## config.mk

```make
export PLATFORM = sky130hd
export DESIGN_NAME = ecg_div
export DESIGN_NICKNAME = d
export VERILOG_FILES = /design/src/easing_curve_generator_assert.svh /design/src/ecg_pkg.sv /design/src/ecg_div.sv
export SDC_FILE = /design/constraint.sdc
export NUM_CORES = 1
export LEC_CHECK = 0
export BUFFER_PORTS_ARGS = -buffer_cell sky130_fd_sc_hd__clkbuf_2
export CORE_ASPECT_RATIO = 0.75
export CORE_MARGIN = 2
export CORE_UTILIZATION = 56
export DETAILED_ROUTE_END_ITERATION = 10
export PLACE_DENSITY_LB_ADDON = 0.12
export SLEW_MARGIN = 25
export SYNTH_ARGS = -nofsm -noshare
export SYNTH_HDL_FRONTEND = slang
export SYNTH_SLANG_ARGS = --single-unit
```

## constraint.sdc

```tcl
create_clock -name clk -period 14.6 [get_ports clk]
set_input_delay 2.92 -clock clk [delete_from_list [all_inputs] [get_ports clk]]
set_output_delay 2.92 -clock clk [all_outputs]
set_load 0.01 [all_outputs]
```

## src/easing_curve_generator_assert.svh

```systemverilog
// ----------------------------------------------------------------------------
// easing curve generator assertion macros
// shared property forms for the concurrent checks of the block
// ----------------------------------------------------------------------------
`ifndef EASING_CURVE_GENERATOR_ASSERT_SVH
`define EASING_CURVE_GENERATOR_ASSERT_SVH

// same-cycle implication
`define ECG_ASSERT_IMPL(lbl, ck, rs, ante, cons) \
  lbl: assert property (@(posedge ck) disable iff (rs) (ante) |-> (cons)) \
    else $error("easing curve generator: same-cycle check failed");

// next-cycle implication
`define ECG_ASSERT_NEXT(lbl, ck, rs, ante, cons) \
  lbl: assert property (@(posedge ck) disable iff (rs) (ante) |=> (cons)) \
    else $error("easing curve generator: next-cycle check failed");

`endif

```

## src/ecg_pkg.sv

```systemverilog
// ----------------------------------------------------------------------------
// ecg_pkg
// shared types, constants and helpers of the easing curve generator
// ----------------------------------------------------------------------------
`timescale 1ns / 1ps

package ecg_pkg;

  localparam int TIME_BITS = 32;
  localparam int FRAC_BITS = 16;
  localparam int WORK_BITS = 30;
  localparam int WORD_BITS = 40;
  localparam int CFG_IDX_BITS = 2;

  typedef logic signed [WORD_BITS-1:0] word_t;

  localparam word_t W_ONE = 40'sd1073741824;
  localparam word_t W_HALF = 40'sd536870912;
  localparam word_t W_TWO = word_t'(W_ONE * 2);
  localparam word_t W_TEN = word_t'(W_ONE * 10);
  localparam word_t W_89 = word_t'(W_ONE * 89);
  localparam word_t BACK_C2 = 40'sd2786262860;
  localparam word_t BACK_C2P1 = 40'sd3860004684;

  // curve select codes
  localparam logic [3:0] MODE_LINEAR  = 4'd0;
  localparam logic [3:0] MODE_SINE    = 4'd1;
  localparam logic [3:0] MODE_QUAD    = 4'd2;
  localparam logic [3:0] MODE_CUBIC   = 4'd3;
  localparam logic [3:0] MODE_QUART   = 4'd4;
  localparam logic [3:0] MODE_QUINT   = 4'd5;
  localparam logic [3:0] MODE_EXPO    = 4'd6;
  localparam logic [3:0] MODE_CIRC    = 4'd7;
  localparam logic [3:0] MODE_BACK    = 4'd8;
  localparam logic [3:0] MODE_ELASTIC = 4'd9;
  localparam logic [3:0] MODE_BOUNCE  = 4'd10;

  // configuration register indexes
  localparam logic [CFG_IDX_BITS-1:0] CFG_EASING_MODE    = 2'd0;
  localparam logic [CFG_IDX_BITS-1:0] CFG_CYCLE_DURATION = 2'd1;

  typedef struct packed {
    logic        start;
    logic [31:0] rem;
    logic [WORD_BITS-1:0] num;
    logic [31:0] divisor;
    logic [5:0]  steps;
  } div_req_t;

  typedef struct packed {
    logic busy;
    logic done;
    logic [WORD_BITS-1:0] quot;
  } div_rsp_t;

  typedef struct packed {
    logic        start;
    logic [30:0] radicand;
  } sq_req_t;

  typedef struct packed {
    logic        busy;
    logic        done;
    logic [30:0] root;
  } sq_rsp_t;

  // quarter-wave sine polynomial coefficients, q30
  function automatic word_t sin_coef(logic [2:0] i);
    word_t c;
    case (i)
      3'd0:    c = 40'sd1686629713;
      3'd1:    c = 40'sd693598668;
      3'd2:    c = 40'sd85569306;
      3'd3:    c = 40'sd5026995;
      3'd4:    c = 40'sd172272;
      default: c = '0;
    endcase
    return c;
  endfunction

  // (ln 2)^k / k! for k = 1..7 at index k-1, q30
  function automatic word_t exp_coef(logic [2:0] i);
    word_t c;
    case (i)
      3'd0:    c = 40'sd744261118;
      3'd1:    c = 40'sd257941248;
      3'd2:    c = 40'sd59597083;
      3'd3:    c = 40'sd10327387;
      3'd4:    c = 40'sd1431680;
      3'd5:    c = 40'sd165394;
      3'd6:    c = 40'sd16377;
      default: c = '0;
    endcase
    return c;
  endfunction

  // halve, truncating toward zero
  function automatic word_t sdiv2(word_t a);
    word_t m;
    m = a[WORD_BITS-1] ? -a : a;
    m = m >>> 1;
    return a[WORD_BITS-1] ? -m : m;
  endfunction

endpackage

```

## src/ecg_div.sv

```systemverilog
// ----------------------------------------------------------------------------
// ecg_div
// restoring shift-subtract divider, one quotient bit per cycle
// ----------------------------------------------------------------------------
`timescale 1ns / 1ps

module ecg_div (
  input  logic              clk,
  input  logic              rst,
  input  ecg_pkg::div_req_t req,
  output ecg_pkg::div_rsp_t rsp
);

  logic        busy;
  logic        done;
  logic [5:0]  cnt;
  logic [31:0] rem;
  logic [31:0] dv;
  logic [ecg_pkg::WORD_BITS-1:0] num;
  logic [32:0] sh;
  logic [32:0] diff;
  logic        ge;

  always_comb begin
    sh   = {rem, num[ecg_pkg::WORD_BITS-1]};
    ge   = sh >= {1'b0, dv};
    diff = sh - {1'b0, dv};
  end

  always_ff @(posedge clk) begin
    if (rst) begin
      busy <= 1'b0;
      done <= 1'b0;
      cnt  <= '0;
    end else begin
      done <= 1'b0;
      if (req.start) begin
        busy <= 1'b1;
        cnt  <= req.steps;
        rem  <= req.rem;
        num  <= req.num;
        dv   <= req.divisor;
      end else if (busy) begin
        rem <= ge ? diff[31:0] : sh[31:0];
        num <= {num[ecg_pkg::WORD_BITS-2:0], ge};
        cnt <= cnt - 6'd1;
        if (cnt == 6'd1) begin
          busy <= 1'b0;
          done <= 1'b1;
        end
      end
    end
  end

  assign rsp.busy = busy;
  assign rsp.done = done;
  assign rsp.quot = num;

endmodule

```

==> flow_metrics.tcl <==
set metrics [dict create \
    leakagePower_uw 0.00326 \
    clk_latency_ns 0.35 \
    synth_area_um2 6530 \
    rsz0062_at_grt "false" \
    min_period_over_period_pct 30.5 \
    path_max_fanout 40 \
    seq_area_frac_synth_pct 50.2 \
    ys_top_cells_by_area "edfxtp_1 (48%), mux2_2 (7.1%), ha_1 (6.5%), a21oi_1 (3.6%), nand2_1 (3.4%)" \
    dp_hpwl_um 11300 \
    crit_arrival_ns 4.45 \
    ant_nets 0 \
    start_util_pct 56.9 \
    wire_per_inst_um 17.2 \
    relSlewSlack_pct 35.1 \
    num_vias 5212 \
    cts_resized 0 \
    dr.pass1.iters 5 \
    synthCells 611 \
    synth_edf_count 104 \
    core_region_area_um2 11500 \
    fp.dieH_um 97.5 \
    drt-total-wl_um 15500 \
    nets 901 \
    grt_overflow 0 \
    syn_area_per_cell_um2 10.7 \
    synth_common_cells "edfxtp_1 (104), nand2_1 (60), a21oi_1 (47)" \
    cap_violations 0 \
    synthArstFlopShare_pct 0 \
    io_pins 155 \
    crit_required_ns 14.60 \
    rows 34 \
    hold_class "reg -> reg" \
    synth_nets 759 \
    clk_pin_slew_ns 0.07 \
    clock_path_buffers 2 \
    area.growth.synth_to_final_pct 18.5 \
    worst-setup-path-type "in -> reg" \
    htreeDepth 3 \
    setup_tns_ns 0 \
    finalCriticalPeriod_ns 4.45 \
    drc 0 \
    cp-start-kind "input pin" \
    cts_setup_buffers 0 \
    status "finished, final reports clean" \
    grt_pass1_vias 5059 \
    ir_worst_vdd_mv 0.0602 \
    synth_top_area_cell "edfxtp_1" \
    cp-end-kind "flop" \
    hold_viol_final 0 \
    cts-root-buf "clkbuf_16" \
    grt_antenna_before_repair 0 \
    holdBufCountCts 0 \
    total_power_uw 880 \
    gp_congestion 0.917 \
    die_w_um 129 \
    dieArea_um2 12600 \
    drive_above_1_share_pct 29.9 \
    antenna_cells 0 \
    fin_skew_ns 0.00758 \
    synth_flop_cell "edfxtp_1" \
    fin_util_pct 67.4 \
    ys_types 61 \
    worst_pin_slew_ns 0.973 \
    netlist.area_leader.share_pct 47.8 \
    cts.sinks 112 \
    cts_tree "done" \
    viasPerCell 5.78 \
    fmax_mhz 225 \
    power_density_nw_per_um2 114 \
    ys.warnings.count 0 \
    port_buffers 154 \
    initialDrtViolationCount 442 \
    ys_ff_latch 112 \
    setup_viol 0 \
    synth.most_common_cell "edfxtp_1" \
    grt_usage_pct 25.4 \
    numCtsBuffers 9 \
    grt_max_degree 65 \
    grt_pass1_wl_um 25100 \
    maxSlewViolCount 0 \
]
[where the power goes]
part           internal (µW)  leakage (µW)  switching (µW)
combinational           95.6       0.00206             128
clock                    138      0.000153             122
sequential               383       0.00105            13.2
[path summary, 6_finish.rpt]
path / cells past startpoint / endpoint / from / slack [ns]
setup / recovery: 5 / num[6]$_DFFE_PP_ / req[110] / 10.15
hold / removal: 1 / num[13]$_DFFE_PP_ / num[12]$_DFFE_PP_ / 0.58
setup reg to reg: 10 / rem[28]$_DFFE_PP_ / rem[12]$_DFFE_PP_ / 10.56
hold reg to reg: 1 / num[13]$_DFFE_PP_ / num[12]$_DFFE_PP_ / 0.58
[worst max-delay path, stage by stage]
cell	delay, ns
buf_4	0.26
nor2_1	0.14
nor2_4	0.36
buf_16	0.24
buf_4	0.46
[metrics by stage]
stage	hold WS [ns]	cell area, µm²	std cells	worst slack, ns
floorplan	0.523	6530	611	7.51
global placement	0.556	7400	885	9.45
detailed placement	0.565	7400	885	9.40
CTS	0.582	7710	901	9.78
global route	0.599	7740	902	10.04
finish	0.578	7740	902	10.15
[kinds of logic after synthesis]
family | share of synthesized area [%]
flops | 50.2
xor+xnor | 3.35
buf+inv | 4.44
simple gates | 13.7
fa+ha+maj | 6.82
mux | 7.68
compound gates | 13.8
[routing by layer]
layer  GRT usage [%]  share of wire (%)  vias to the layer above
met5               0                  0                        -
met4            5.10               0.95                        0
met3            5.62                7.7                       14
met2            37.9                 44                      222
met1            38.3                 47                     2435
li1                -                  -                     2541
[sequential cells by signal (all words and copies together) (netlist names)]
register	flops
busy	1
cnt	6
done	1
dv	32
num	40
rem	32
[placed cells by master (no fill, tap or decap), drive strengths merged, types with 2 or more instances in the layout]
cell	netlist	layout
o31a	2	2
o211ai	6	6
ha	34	34
a221oi	2	2
nor4	4	4
a21o	11	11
mux2i	4	4
edfxtp	104	104
nor4b	2	2
nand2	60	60
nor2	47	47
clkbuf	18	163
or4b	3	3
o21ai	27	27
dfxtp	8	8
or2	3	3
a211oi	4	4
or3	9	9
nor2b	2	2
inv	42	46
o2bb2ai	2	2
buf	11	7
o22ai	2	2
o21bai	3	3
a21oi	47	47
a31oi	15	15
xor2	6	6
nand3	13	13
and4	4	4
and3	6	6
nand4	5	5
and2	4	4
nor3	13	13
a221o	3	3
a2bb2oi	5	5
nand2b	3	3
o21a	3	3
mux2	41	41
xnor2	19	19
[cell type report]
type,instances,area [µm²]
multi-input cells,428,2970
inverters,42,158
flip-flops and latches,112,3280
fillers,900,3740
clock inverters,6,83.8
well taps,144,180
clock buffers,10,229
repair buffers,160,838
Note: power is estimated with default switching activity, not from simulation.
