$ cat src/easing_curve_generator_assert.svh
// ----------------------------------------------------------------------------
// easing curve generator assertion macros
// shared property forms for the concurrent checks of the block
// ----------------------------------------------------------------------------
`ifndef EASING_CURVE_GENERATOR_ASSERT_SVH
`define EASING_CURVE_GENERATOR_ASSERT_SVH

// same-cycle implication
`define ECG_ASSERT_IMPL(lbl, ck, rs, ante, cons) \
  lbl: assert property (@(posedge ck) disable iff (rs) (ante) |-> (cons)) \
    else $error("easing curve generator: same-cycle check failed");

// next-cycle implication
`define ECG_ASSERT_NEXT(lbl, ck, rs, ante, cons) \
  lbl: assert property (@(posedge ck) disable iff (rs) (ante) |=> (cons)) \
    else $error("easing curve generator: next-cycle check failed");

`endif

$ cat src/ecg_pkg.sv
// ----------------------------------------------------------------------------
// ecg_pkg
// shared types, constants and helpers of the easing curve generator
// ----------------------------------------------------------------------------
`timescale 1ns / 1ps

package ecg_pkg;

  localparam int TIME_BITS = 32;
  localparam int FRAC_BITS = 16;
  localparam int WORK_BITS = 30;
  localparam int WORD_BITS = 40;
  localparam int CFG_IDX_BITS = 2;

  typedef logic signed [WORD_BITS-1:0] word_t;

  localparam word_t W_ONE = 40'sd1073741824;
  localparam word_t W_HALF = 40'sd536870912;
  localparam word_t W_TWO = word_t'(W_ONE * 2);
  localparam word_t W_TEN = word_t'(W_ONE * 10);
  localparam word_t W_89 = word_t'(W_ONE * 89);
  localparam word_t BACK_C2 = 40'sd2786262860;
  localparam word_t BACK_C2P1 = 40'sd3860004684;

  // curve select codes
  localparam logic [3:0] MODE_LINEAR  = 4'd0;
  localparam logic [3:0] MODE_SINE    = 4'd1;
  localparam logic [3:0] MODE_QUAD    = 4'd2;
  localparam logic [3:0] MODE_CUBIC   = 4'd3;
  localparam logic [3:0] MODE_QUART   = 4'd4;
  localparam logic [3:0] MODE_QUINT   = 4'd5;
  localparam logic [3:0] MODE_EXPO    = 4'd6;
  localparam logic [3:0] MODE_CIRC    = 4'd7;
  localparam logic [3:0] MODE_BACK    = 4'd8;
  localparam logic [3:0] MODE_ELASTIC = 4'd9;
  localparam logic [3:0] MODE_BOUNCE  = 4'd10;

  // configuration register indexes
  localparam logic [CFG_IDX_BITS-1:0] CFG_EASING_MODE    = 2'd0;
  localparam logic [CFG_IDX_BITS-1:0] CFG_CYCLE_DURATION = 2'd1;

  typedef struct packed {
    logic        start;
    logic [31:0] rem;
    logic [WORD_BITS-1:0] num;
    logic [31:0] divisor;
    logic [5:0]  steps;
  } div_req_t;

  typedef struct packed {
    logic busy;
    logic done;
    logic [WORD_BITS-1:0] quot;
  } div_rsp_t;

  typedef struct packed {
    logic        start;
    logic [30:0] radicand;
  } sq_req_t;

  typedef struct packed {
    logic        busy;
    logic        done;
    logic [30:0] root;
  } sq_rsp_t;

  // quarter-wave sine polynomial coefficients, q30
  function automatic word_t sin_coef(logic [2:0] i);
    word_t c;
    case (i)
      3'd0:    c = 40'sd1686629713;
      3'd1:    c = 40'sd693598668;
      3'd2:    c = 40'sd85569306;
      3'd3:    c = 40'sd5026995;
      3'd4:    c = 40'sd172272;
      default: c = '0;
    endcase
    return c;
  endfunction

  // (ln 2)^k / k! for k = 1..7 at index k-1, q30
  function automatic word_t exp_coef(logic [2:0] i);
    word_t c;
    case (i)
      3'd0:    c = 40'sd744261118;
      3'd1:    c = 40'sd257941248;
      3'd2:    c = 40'sd59597083;
      3'd3:    c = 40'sd10327387;
      3'd4:    c = 40'sd1431680;
      3'd5:    c = 40'sd165394;
      3'd6:    c = 40'sd16377;
      default: c = '0;
    endcase
    return c;
  endfunction

  // halve, truncating toward zero
  function automatic word_t sdiv2(word_t a);
    word_t m;
    m = a[WORD_BITS-1] ? -a : a;
    m = m >>> 1;
    return a[WORD_BITS-1] ? -m : m;
  endfunction

endpackage

$ cat src/ecg_mul.sv
// ----------------------------------------------------------------------------
// ecg_mul
// shared registered q30 multiplier: sign-magnitude product shifted right 30
// ----------------------------------------------------------------------------
`timescale 1ns / 1ps

module ecg_mul (
  input  logic          clk,
  input  ecg_pkg::word_t a,
  input  ecg_pkg::word_t b,
  output ecg_pkg::word_t p
);

  logic [ecg_pkg::WORD_BITS-1:0] ma_w;
  logic [ecg_pkg::WORD_BITS-1:0] mb_w;
  logic [65:0] prod;
  logic [35:0] m;
  logic neg;

  always_comb begin
    ma_w = a[ecg_pkg::WORD_BITS-1] ? -a : a;
    mb_w = b[ecg_pkg::WORD_BITS-1] ? -b : b;
    prod = ma_w[32:0] * mb_w[32:0];
    m    = prod[65:30];
    neg  = a[ecg_pkg::WORD_BITS-1] ^ b[ecg_pkg::WORD_BITS-1];
  end

  always_ff @(posedge clk) begin
    p <= neg ? -ecg_pkg::word_t'({4'b0, m}) : ecg_pkg::word_t'({4'b0, m});
  end

endmodule

$ cat config.mk
export PLATFORM = sky130hd
export DESIGN_NAME = ecg_mul
export DESIGN_NICKNAME = d
export VERILOG_FILES = /design/src/easing_curve_generator_assert.svh /design/src/ecg_pkg.sv /design/src/ecg_mul.sv
export SDC_FILE = /design/constraint.sdc
export NUM_CORES = 2
export LEC_CHECK = 0
export ABC_AREA = 1
export BUFFER_PORTS_ARGS = -buffer_cell sky130_fd_sc_hd__buf_2
export CORE_AREA = 2 2 336 205
export CTS_BUF_LIST = sky130_fd_sc_hd__clkbuf_8
export CTS_CLUSTER_SIZE = 14
export DETAILED_ROUTE_END_ITERATION = 16
export DIE_AREA = 0 0 338 207
export GPL_TIMING_DRIVEN = 0
export PLACE_DENSITY = 0.88
export SLEW_MARGIN = 20
export SYNTH_ARGS = -nofsm -noshare
export SYNTH_HDL_FRONTEND = slang
export SYNTH_SLANG_ARGS = --single-unit
$ cat constraint.sdc
create_clock -name clk -period 23.9 [get_ports clk]
set_input_delay 4.78 -clock clk [delete_from_list [all_inputs] [get_ports clk]]
set_output_delay 4.78 -clock clk [all_outputs]
set_load 0.05 [all_outputs]
==> flow_metrics.py <==
metrics = {
    "clocking": {
        "clockRootBuffer": "clkbuf_8",
        "cts_hold_buf": 0,
        "numCtsBuffers": 5,
        "htreeDepth": 2,
        "clkTransAtPathRegs_ns": 0.11,
        "cts_sinks": 40,
        "cts_setup_buffers": 0,
        "cts.path.max_buffers": 2,
        "cts_tree": "done",
        "cts_resized": 0,
    },
    "timing": {
        "drv_slew": 0,
        "clock.fmax_mhz": 55.5,
        "rsz0062_at_grt": "false",
        "slew_headroom": 0.00868,
        "timing.setup.tns_ns": 0,
        "worst_pin_slew_ns": 1.47,
        "timing.final.crit_share": 0.754,
        "setup_viol": 0,
        "finalHoldViolCount": 0,
        "finalCriticalPeriod_ns": 18.02,
    },
    "cells_and_area": {
        "top_register": "p",
        "largest_register_ffs": 40,
        "seq_area_sq_um": 801,
        "fillers": 6159,
        "design_area_sq_um": 41800,
        "syn2layout_area_growth_pct": 4.81,
        "final_common_cell": "inv_1",
        "final_nets": 6762,
        "multi_input_comb_area_sq_um": 32900,
        "layout_common_cells": "1414 x inv_1, 1281 x nand2_1, 957 x fa_1",
        "drive_gt1_frac": 0.0392,
        "reg_top3": "p: 40 flops",
    },
    "detailed_routing": {
        "ant_nets": 0,
        "wl_per_cell_um": 27.5,
        "viasPerCell": 5.90,
        "dr_total_vias": 37600,
        "dr.first_iter.drc_count": 5442,
        "drt-pass1-iter-count": 9,
        "wl_mm": 175,
        "drc": 0,
    },
    "yosys": {
        "synth-seq-cells": 40,
        "ys_seq_area_frac": 0.0201,
        "synthCells": 5343,
        "syn_area_per_cell_sq_um": 7.46,
        "synth_nets": 6645,
        "ys.warnings.count": 0,
        "synth.distinct_cells": 50,
        "netlist_area_sq_um": 39800,
    },
    "placement": {
        "dp_hpwl_mm": 151,
        "port_buffers": 106,
        "gp_congestion": 1.14,
        "place_area_sq_um": 41600,
    },
    "global_routing": {
        "grt_start_max_net_pins": 14,
        "grt-ovfl-total": 0,
        "antenna_found_initial": 10,
        "grt_util_all_layers": 0.509,
        "grt_pass1_vias": 37200,
        "grt_pass1_wl_mm": 251,
    },
    "worst_setup_path": {
        "criticalPathCategory": "input pin to flop",
        "critPathMaxStageDelay_ns": 1.17,
        "critPathCaptureType": "flop",
        "worst-path-max-fanout": 10,
        "cp.required_ns": 24.12,
        "arrival_ns": 18.23,
        "crit_slowest_cell": "o21ai_0",
        "path_common_cell": "inv_1",
        "cp_num_buf_inv": 14,
        "setup.worst_path.start_class": "input pin",
        "crit_family": "adder cells",
    },
    "min_path": {
        "holdPathEnd": "p[0]",
        "hold_depth": 10,
        "hold_class": "input pin to flop",
        "hold_path.startpoint": "a[0]",
    },
    "die": {
        "die_h_um": 207,
        "start_util": 0.593,
        "io_pins": 121,
        "core_area_sq_um": 67100,
        "rows": 74,
        "die_area_sq_um": 70000,
        "die_x_um": 338,
    },
    "status": {
        "violations": "max-capacitance violations",
        "outcome": "finished with violations",
    },
    "flow_run": {
        "cap_violations": 1,
    },
}
[tightest hold or removal path, cell delays in order]
cell     delay (ns)
buf_6          0.14
nand2_1        0.07
nor2_1         0.09
nand3_1        0.11
nand2_2        0.11
nand2_1        0.07
nand2_1        0.06
nand2_1        0.08
nand3_1        0.07
nand2_1        0.12
[worst max-delay path by stage]
stage | startpoint | to | slack (ns) | cells after the start
CTS | b[0] | p[38] | 6.95 | 45
floorplan | a[0] | p[18] | 10.43 | 48
global route | b[0] | p[36] | 5.88 | 45
detailed placement | b[0] | p[38] | 6.62 | 45
finish | b[0] | p[38] | 5.88 | 45
global placement | a[0] | p[28] | 6.30 | 38
[metal layers]
metal / wire length, um / track usage / part of all wire / vias up
met5: 203 / 0.0185 / 0.0012 / -
met4: 8330 / 0.181 / 0.047 / 8
met3: 39000 / 0.331 / 0.22 / 517
met2: 59600 / 0.601 / 0.34 / 3378
met1: 68300 / 0.726 / 0.39 / 18300
li1: - / - / - / 15400
[metrics by stage]
step	setup slack [ns]	util	hold slack, ns	std cells
after floorplan	10.43	-	5.18	5343
after global placement	6.30	0.618	5.25	6361
after detailed placement	6.62	0.620	5.25	6365
after CTS	6.95	0.621	5.38	6373
after global routing	5.88	0.622	5.47	6375
final	5.88	0.622	5.41	6377
[area by class of cell]
| cell class | count | area share |
|---|---|---|
| well taps | 912 | 0.0273 |
| diodes | 4 | 0.000240 |
| inverters | 1439 | 0.130 |
| plain buffers | 186 | 0.0186 |
| clock inverters | 3 | 0.00102 |
| flip-flops and latches | 40 | 0.0192 |
| multi-input cells | 3678 | 0.789 |
| repair buffers | 110 | 0.0138 |
| clock buffers | 5 | 0.00165 |
[synth_stat cells, drive strengths merged]
master   instances  area share
nor3            35      0.0049
o21bai          10      0.0019
nand3b          17      0.0032
fa             957        0.48
dfxtp           40       0.020
o221ai           1     0.00022
a21oi           92       0.012
buf             29      0.0043
a211oi           1     0.00019
nor2           685       0.066
nand2         1289        0.12
o21ai           69      0.0087
o211ai           4     0.00075
o2111ai          1     0.00022
o31ai            2     0.00038
ha             264       0.083
clkinv          16      0.0015
a21o             4     0.00075
nand4           24      0.0041
and3             1     0.00016
o41ai            1     0.00041
nand3          122       0.016
clkbuf         157       0.015
nor4            16      0.0025
xnor2           12      0.0028
or3              3     0.00047
xor2            48       0.011
or2             15      0.0024
and2             3     0.00047
inv           1423        0.13
o21a             2     0.00038
[logic make-up (layout without fill, tap and decap cells)]
kind of cell / Yosys count / count (layout) / share of synthesized area
buffers and inverters: 1625 / 1743 / 0.155
other: 0 / 4 / 0
adder cells (fa/ha/maj): 1221 / 1221 / 0.564
AO/OA/AOI/OAI: 187 / 187 / 0.0254
flip-flops: 40 / 40 / 0.0201
AND/OR/NAND/NOR: 2210 / 2210 / 0.222
XOR/XNOR: 60 / 60 / 0.0140
Power is left out: the tool's default activity adds up to more than one toggle a clock period on the data nets, which glitch-free logic cannot reach.
