--- src/easing_curve_generator_assert.svh ---
// ----------------------------------------------------------------------------
// easing curve generator assertion macros
// shared property forms for the concurrent checks of the block
// ----------------------------------------------------------------------------
`ifndef EASING_CURVE_GENERATOR_ASSERT_SVH
`define EASING_CURVE_GENERATOR_ASSERT_SVH

// same-cycle implication
`define ECG_ASSERT_IMPL(lbl, ck, rs, ante, cons) \
  lbl: assert property (@(posedge ck) disable iff (rs) (ante) |-> (cons)) \
    else $error("easing curve generator: same-cycle check failed");

// next-cycle implication
`define ECG_ASSERT_NEXT(lbl, ck, rs, ante, cons) \
  lbl: assert property (@(posedge ck) disable iff (rs) (ante) |=> (cons)) \
    else $error("easing curve generator: next-cycle check failed");

`endif

--- src/ecg_pkg.sv ---
// ----------------------------------------------------------------------------
// ecg_pkg
// shared types, constants and helpers of the easing curve generator
// ----------------------------------------------------------------------------
`timescale 1ns / 1ps

package ecg_pkg;

  localparam int TIME_BITS = 32;
  localparam int FRAC_BITS = 16;
  localparam int WORK_BITS = 30;
  localparam int WORD_BITS = 40;
  localparam int CFG_IDX_BITS = 2;

  typedef logic signed [WORD_BITS-1:0] word_t;

  localparam word_t W_ONE = 40'sd1073741824;
  localparam word_t W_HALF = 40'sd536870912;
  localparam word_t W_TWO = word_t'(W_ONE * 2);
  localparam word_t W_TEN = word_t'(W_ONE * 10);
  localparam word_t W_89 = word_t'(W_ONE * 89);
  localparam word_t BACK_C2 = 40'sd2786262860;
  localparam word_t BACK_C2P1 = 40'sd3860004684;

  // curve select codes
  localparam logic [3:0] MODE_LINEAR  = 4'd0;
  localparam logic [3:0] MODE_SINE    = 4'd1;
  localparam logic [3:0] MODE_QUAD    = 4'd2;
  localparam logic [3:0] MODE_CUBIC   = 4'd3;
  localparam logic [3:0] MODE_QUART   = 4'd4;
  localparam logic [3:0] MODE_QUINT   = 4'd5;
  localparam logic [3:0] MODE_EXPO    = 4'd6;
  localparam logic [3:0] MODE_CIRC    = 4'd7;
  localparam logic [3:0] MODE_BACK    = 4'd8;
  localparam logic [3:0] MODE_ELASTIC = 4'd9;
  localparam logic [3:0] MODE_BOUNCE  = 4'd10;

  // configuration register indexes
  localparam logic [CFG_IDX_BITS-1:0] CFG_EASING_MODE    = 2'd0;
  localparam logic [CFG_IDX_BITS-1:0] CFG_CYCLE_DURATION = 2'd1;

  typedef struct packed {
    logic        start;
    logic [31:0] rem;
    logic [WORD_BITS-1:0] num;
    logic [31:0] divisor;
    logic [5:0]  steps;
  } div_req_t;

  typedef struct packed {
    logic busy;
    logic done;
    logic [WORD_BITS-1:0] quot;
  } div_rsp_t;

  typedef struct packed {
    logic        start;
    logic [30:0] radicand;
  } sq_req_t;

  typedef struct packed {
    logic        busy;
    logic        done;
    logic [30:0] root;
  } sq_rsp_t;

  // quarter-wave sine polynomial coefficients, q30
  function automatic word_t sin_coef(logic [2:0] i);
    word_t c;
    case (i)
      3'd0:    c = 40'sd1686629713;
      3'd1:    c = 40'sd693598668;
      3'd2:    c = 40'sd85569306;
      3'd3:    c = 40'sd5026995;
      3'd4:    c = 40'sd172272;
      default: c = '0;
    endcase
    return c;
  endfunction

  // (ln 2)^k / k! for k = 1..7 at index k-1, q30
  function automatic word_t exp_coef(logic [2:0] i);
    word_t c;
    case (i)
      3'd0:    c = 40'sd744261118;
      3'd1:    c = 40'sd257941248;
      3'd2:    c = 40'sd59597083;
      3'd3:    c = 40'sd10327387;
      3'd4:    c = 40'sd1431680;
      3'd5:    c = 40'sd165394;
      3'd6:    c = 40'sd16377;
      default: c = '0;
    endcase
    return c;
  endfunction

  // halve, truncating toward zero
  function automatic word_t sdiv2(word_t a);
    word_t m;
    m = a[WORD_BITS-1] ? -a : a;
    m = m >>> 1;
    return a[WORD_BITS-1] ? -m : m;
  endfunction

endpackage

--- src/ecg_sqrt.sv ---
// ----------------------------------------------------------------------------
// ecg_sqrt
// digit-by-digit floor square root of a q30 radicand, one digit per cycle
// ----------------------------------------------------------------------------
`timescale 1ns / 1ps

module ecg_sqrt (
  input  logic             clk,
  input  logic             rst,
  input  ecg_pkg::sq_req_t req,
  output ecg_pkg::sq_rsp_t rsp
);

  logic        busy;
  logic        done;
  logic [4:0]  k;
  logic [60:0] v;
  logic [60:0] res;
  logic [60:0] bitv;
  logic [60:0] trial;

  always_comb begin
    bitv  = 61'd1 << {k, 1'b0};
    trial = res + bitv;
  end

  always_ff @(posedge clk) begin
    if (rst) begin
      busy <= 1'b0;
      done <= 1'b0;
      k    <= '0;
    end else begin
      done <= 1'b0;
      if (req.start) begin
        busy <= 1'b1;
        k    <= 5'd30;
        v    <= {req.radicand, 30'b0};
        res  <= '0;
      end else if (busy) begin
        if (v >= trial) begin
          v   <= v - trial;
          res <= (res >> 1) + bitv;
        end else begin
          res <= res >> 1;
        end
        k <= k - 5'd1;
        if (k == 5'd0) begin
          busy <= 1'b0;
          done <= 1'b1;
        end
      end
    end
  end

  assign rsp.busy = busy;
  assign rsp.done = done;
  assign rsp.root = res[30:0];

endmodule

--- config.mk ---
export PLATFORM = sky130hd
export DESIGN_NAME = ecg_sqrt
export DESIGN_NICKNAME = d
export VERILOG_FILES = /design/src/easing_curve_generator_assert.svh /design/src/ecg_pkg.sv /design/src/ecg_sqrt.sv
export SDC_FILE = /design/constraint.sdc
export NUM_CORES = 1
export LEC_CHECK = 0
export BUFFER_PORTS_ARGS = -buffer_cell sky130_fd_sc_hd__clkbuf_2
export CAP_MARGIN = 0
export CORE_ASPECT_RATIO = 1.75
export CORE_MARGIN = 5
export CORE_UTILIZATION = 55
export CTS_BUF_LIST = sky130_fd_sc_hd__clkbuf_8
export DETAILED_ROUTE_END_ITERATION = 12
export PLACE_DENSITY = 0.73
export SYNTH_ARGS = -nofsm -noshare
export SYNTH_HDL_FRONTEND = slang
export SYNTH_SLANG_ARGS = --single-unit
--- constraint.sdc ---
create_clock -name clk -period 13.7 [get_ports clk]
set_clock_uncertainty 0.05 [all_clocks]
set_input_delay 0 -clock clk [delete_from_list [all_inputs] [get_ports clk]]
set_output_delay 0 -clock clk [all_outputs]
set_load 0.02 [all_outputs]
==> impl_results.md <==
* Syn_nets at 1,910
* Switching Power at 0.598 mW
* Max Fclk at 0.134 GHz
* Fin nets at 1,927
* Slew at the pin with the worst max-slew slack at 0.956 ns
* H-tree depth at 4
* Post-Synth Adder-Cell Area at 11.3%
* Reg clk slew, reported paths at 0.09 ns
* CP Data Arrival Time at 7.53 ns
* Max Cap Viol at 0
* Die W at 131 um
* First-pass GRT wire length at 70,900 um
* RR Startpoint: k[1]
* Die height at 222 um
* WL/cell at 21.5 um
* I/O Pins at 67
* EDFF count, synth at 122
* Antenna Cells at 0
* Vias in the first global route at 13,528
* Fill cells at 2,385
* Synth Area in XOR/XNOR at 8.56%
* Setup TNS at 0 ns
* GR Util All Layers at 30.3%
* Part of the power in the clock network at 24.2%
* Total CTS buffers at 17
* Skew-Pair Late Insertion Delay at 0.52 ns
* Commonest cells in the netlist: 178 x nand2_1, 169 x nor2_1, 138 x a21oi_1, 128 x o21ai_0, 126 x ha_1
* Synth Register Bits at 129
* Total core area at 25,300 um^2
* Starting DRT DRC Count at 843
* Most used DFF post-synth: edfxtp_1
* Max VDD drop at 0.0000837 V
* Clock Tree Buf Depth at 2
* Max-slew headroom at 35.9%
* GP Congestion at 0.979
* Power share of the sequential group at 35.6%
* Overall routed net length at 45,100 um
* P_leak at 5.79 nW
* Compound-Gate Fraction of Synth Area at 27.2%
* Crit path max fanout at 70
* Largest net degree at the start of global routing at 88
* Die area at 29,100 um^2
* Share of synthesized registers carrying an async set or reset at 0%
* P_int at 0.909 mW
* # resized after CTS at 0
* Sequential area share after synthesis at 26.9%
* Detailed Place HPWL at 35,000 um
* Starting Density at 55.7%
* Critical path's largest stage delay at 0.68 ns
* Final hold vios at 0
* Cell area power density at 99.6 nW/um^2
* Root buffer cell: clkbuf_8
* Reg2reg end: v[15]
* Share of layout cells above drive strength 1 at 8.09%
* Site Rows at 77
* # DRC at 0
* Post-synthesis mux area share at 0.372%
* Setup crit end: v[15]
* Crit-path slowest cell: buf_4
* Clock sinks at 129
* Worst EP required at 13.78 ns
* Sw frac at 39.7%
* CP dominant cell by count: ha_1
* Input/output buffers at 66
* Yosys cell types at 85
* Vias per std cell at 6.60
* Area grow syn2layout at 7.18%
* Reg-to-reg slack, setup at 6.25 ns
* Core Util, Final at 59.8%
* Comb power frac at 40.2%
* Congestion Overflow GR at 0
* Final setup violation count at 0
* Hold Crit Class: in2reg
* Post-DRT Antenna Nets at 0
* Worst setup EP type: register
* Leading area contributor after synthesis: edfxtp_1
* Fin crit period at 7.45 ns
* Period utilization at 54.4%
* Vias at 13,825
* Post-Syn Area at 14,100 um^2
* Postcts setup bufs at 0
* Syn_area_per_cell at 8.08 um^2
* Synth warn at 0
* Synth Area in Simple Gates at 20.6%
* Worst reg2reg path depth at 25
* Worst setup path startpoint: k[1]
* Initial antenna violation count at 0
* Slew Viols, Final at 0
* Synth top area share at 25.9%
* Cells after Synth at 1,749
* Status: completed
* Hold buffer count at CTS at 36
* Critical path startpoint category: register
* CTS tree: done
* Count leader, synth: nand2_1
* Top post-synthesis cells by area: edfxtp_1 26%, ha_1 11%, a21oi_1 4.9%, nand2_1 4.7%, o21ai_0 4.5%
* Main combinational cell family by area after synthesis: compound AO/OA/AOI/OAI gates
* Setup repair after global routing missed its margin: no
* Crit Path Class: reg2reg
* DRT Pass-1 Iters at 5
==> power by group through the flow <==
stage	sequential [mW]	combinational, mW	clock (mW)
after floorplan	0.522	0.458	0
after global placement	0.543	0.581	0
after detailed placement	0.544	0.588	0
after CTS	0.535	0.601	0.370
after global routing	0.540	0.668	0.383
final	0.536	0.606	0.365
==> per-layer routing <==
metal	up-vias	global-route usage, %	wire length [um]
li1	6603	-	-
met1	6552	31.0	16100
met2	485	55.5	23500
met3	185	4.09	1780
met4	0	22.1	3690
met5	-	0	0
==> registers in the layout (all words and copies together), names as in the netlist <==
name  count
res      61
v        61
k         5
busy      1
done      1
==> area by class of cell <==
cell class	instances	area, um^2	share of cell area, %
multi-input combinational	1468	9640	63.6
sequential	129	3800	25.1
timing repair buffer	108	738	4.88
tap	316	395	2.61
clock buffer	17	234	1.55
clock inverter	15	175	1.16
inverter	42	158	1.04
==> cells by family after synthesis <==
family                     count (synthesis)
AOI/OAI and AO/OA                        591
DFF                                      129
adders and majority gates                127
buffers and inverters                    152
and+or+nand+nor                          607
muxes                                      5
xor gates and xnor gates                 138
==> worst min-delay path by stage <==
stage,startpoint,end,slack [ns],depth (start not counted)
2_1_floorplan,rst,k[1],0.02,1
3_3_place_gp,req[15],v[45],0.23,3
3_5_place_dp,req[5],v[35],0.24,3
4_1_cts,req[31],v[60],0.03,3
5_1_grt,req[31],v[60],0.08,3
6_report,req[31],v[60],0.07,3
==> cell usage in the layout (no fill, tap or decap), drive strengths merged, types with 20 or more instances in the layout <==
master / Yosys / final
o21bai: 30 / 30
a211oi: 36 / 36
or3: 29 / 29
nand4: 44 / 44
nor3: 37 / 37
and2: 21 / 21
a21oi: 138 / 138
o21ai: 137 / 137
inv: 41 / 43
clkbuf: 70 / 82
a21o: 51 / 51
nor2: 170 / 170
xor2: 69 / 69
and3: 20 / 20
nand3: 34 / 34
edfxtp: 122 / 122
a31oi: 59 / 59
xnor2: 69 / 69
nand2: 178 / 178
ha: 126 / 126
dlygate4sd3: 0 / 36
==> worst max-delay path, delay by kind of cell, from the launching register on <==
kind	cells	cell delay (ns)
XOR/XNOR	1	0.15
AND/OR/NAND/NOR	7	1.63
adder cells (fa/ha/maj)	3	0.96
AO/OA/AOI/OAI	11	2.75
buffers and inverters	3	1.10
flip-flops	1	0.35
==> stage by stage <==
step           area (um^2)  setup slack [ns]  cells  hold WS, ns  total power, mW
5_1_grt              15100              5.80   2095       0.0833             1.59
3_3_place_gp         14400              6.59   2027        0.227             1.12
2_1_floorplan        14100              3.47   1749       0.0191            0.980
6_report             15100              6.25   2095       0.0720             1.51
3_5_place_dp         14400              6.41   2027        0.241             1.13
4_1_cts              15100              6.37   2095       0.0314             1.51
Note: power is estimated with default switching activity, not from simulation.
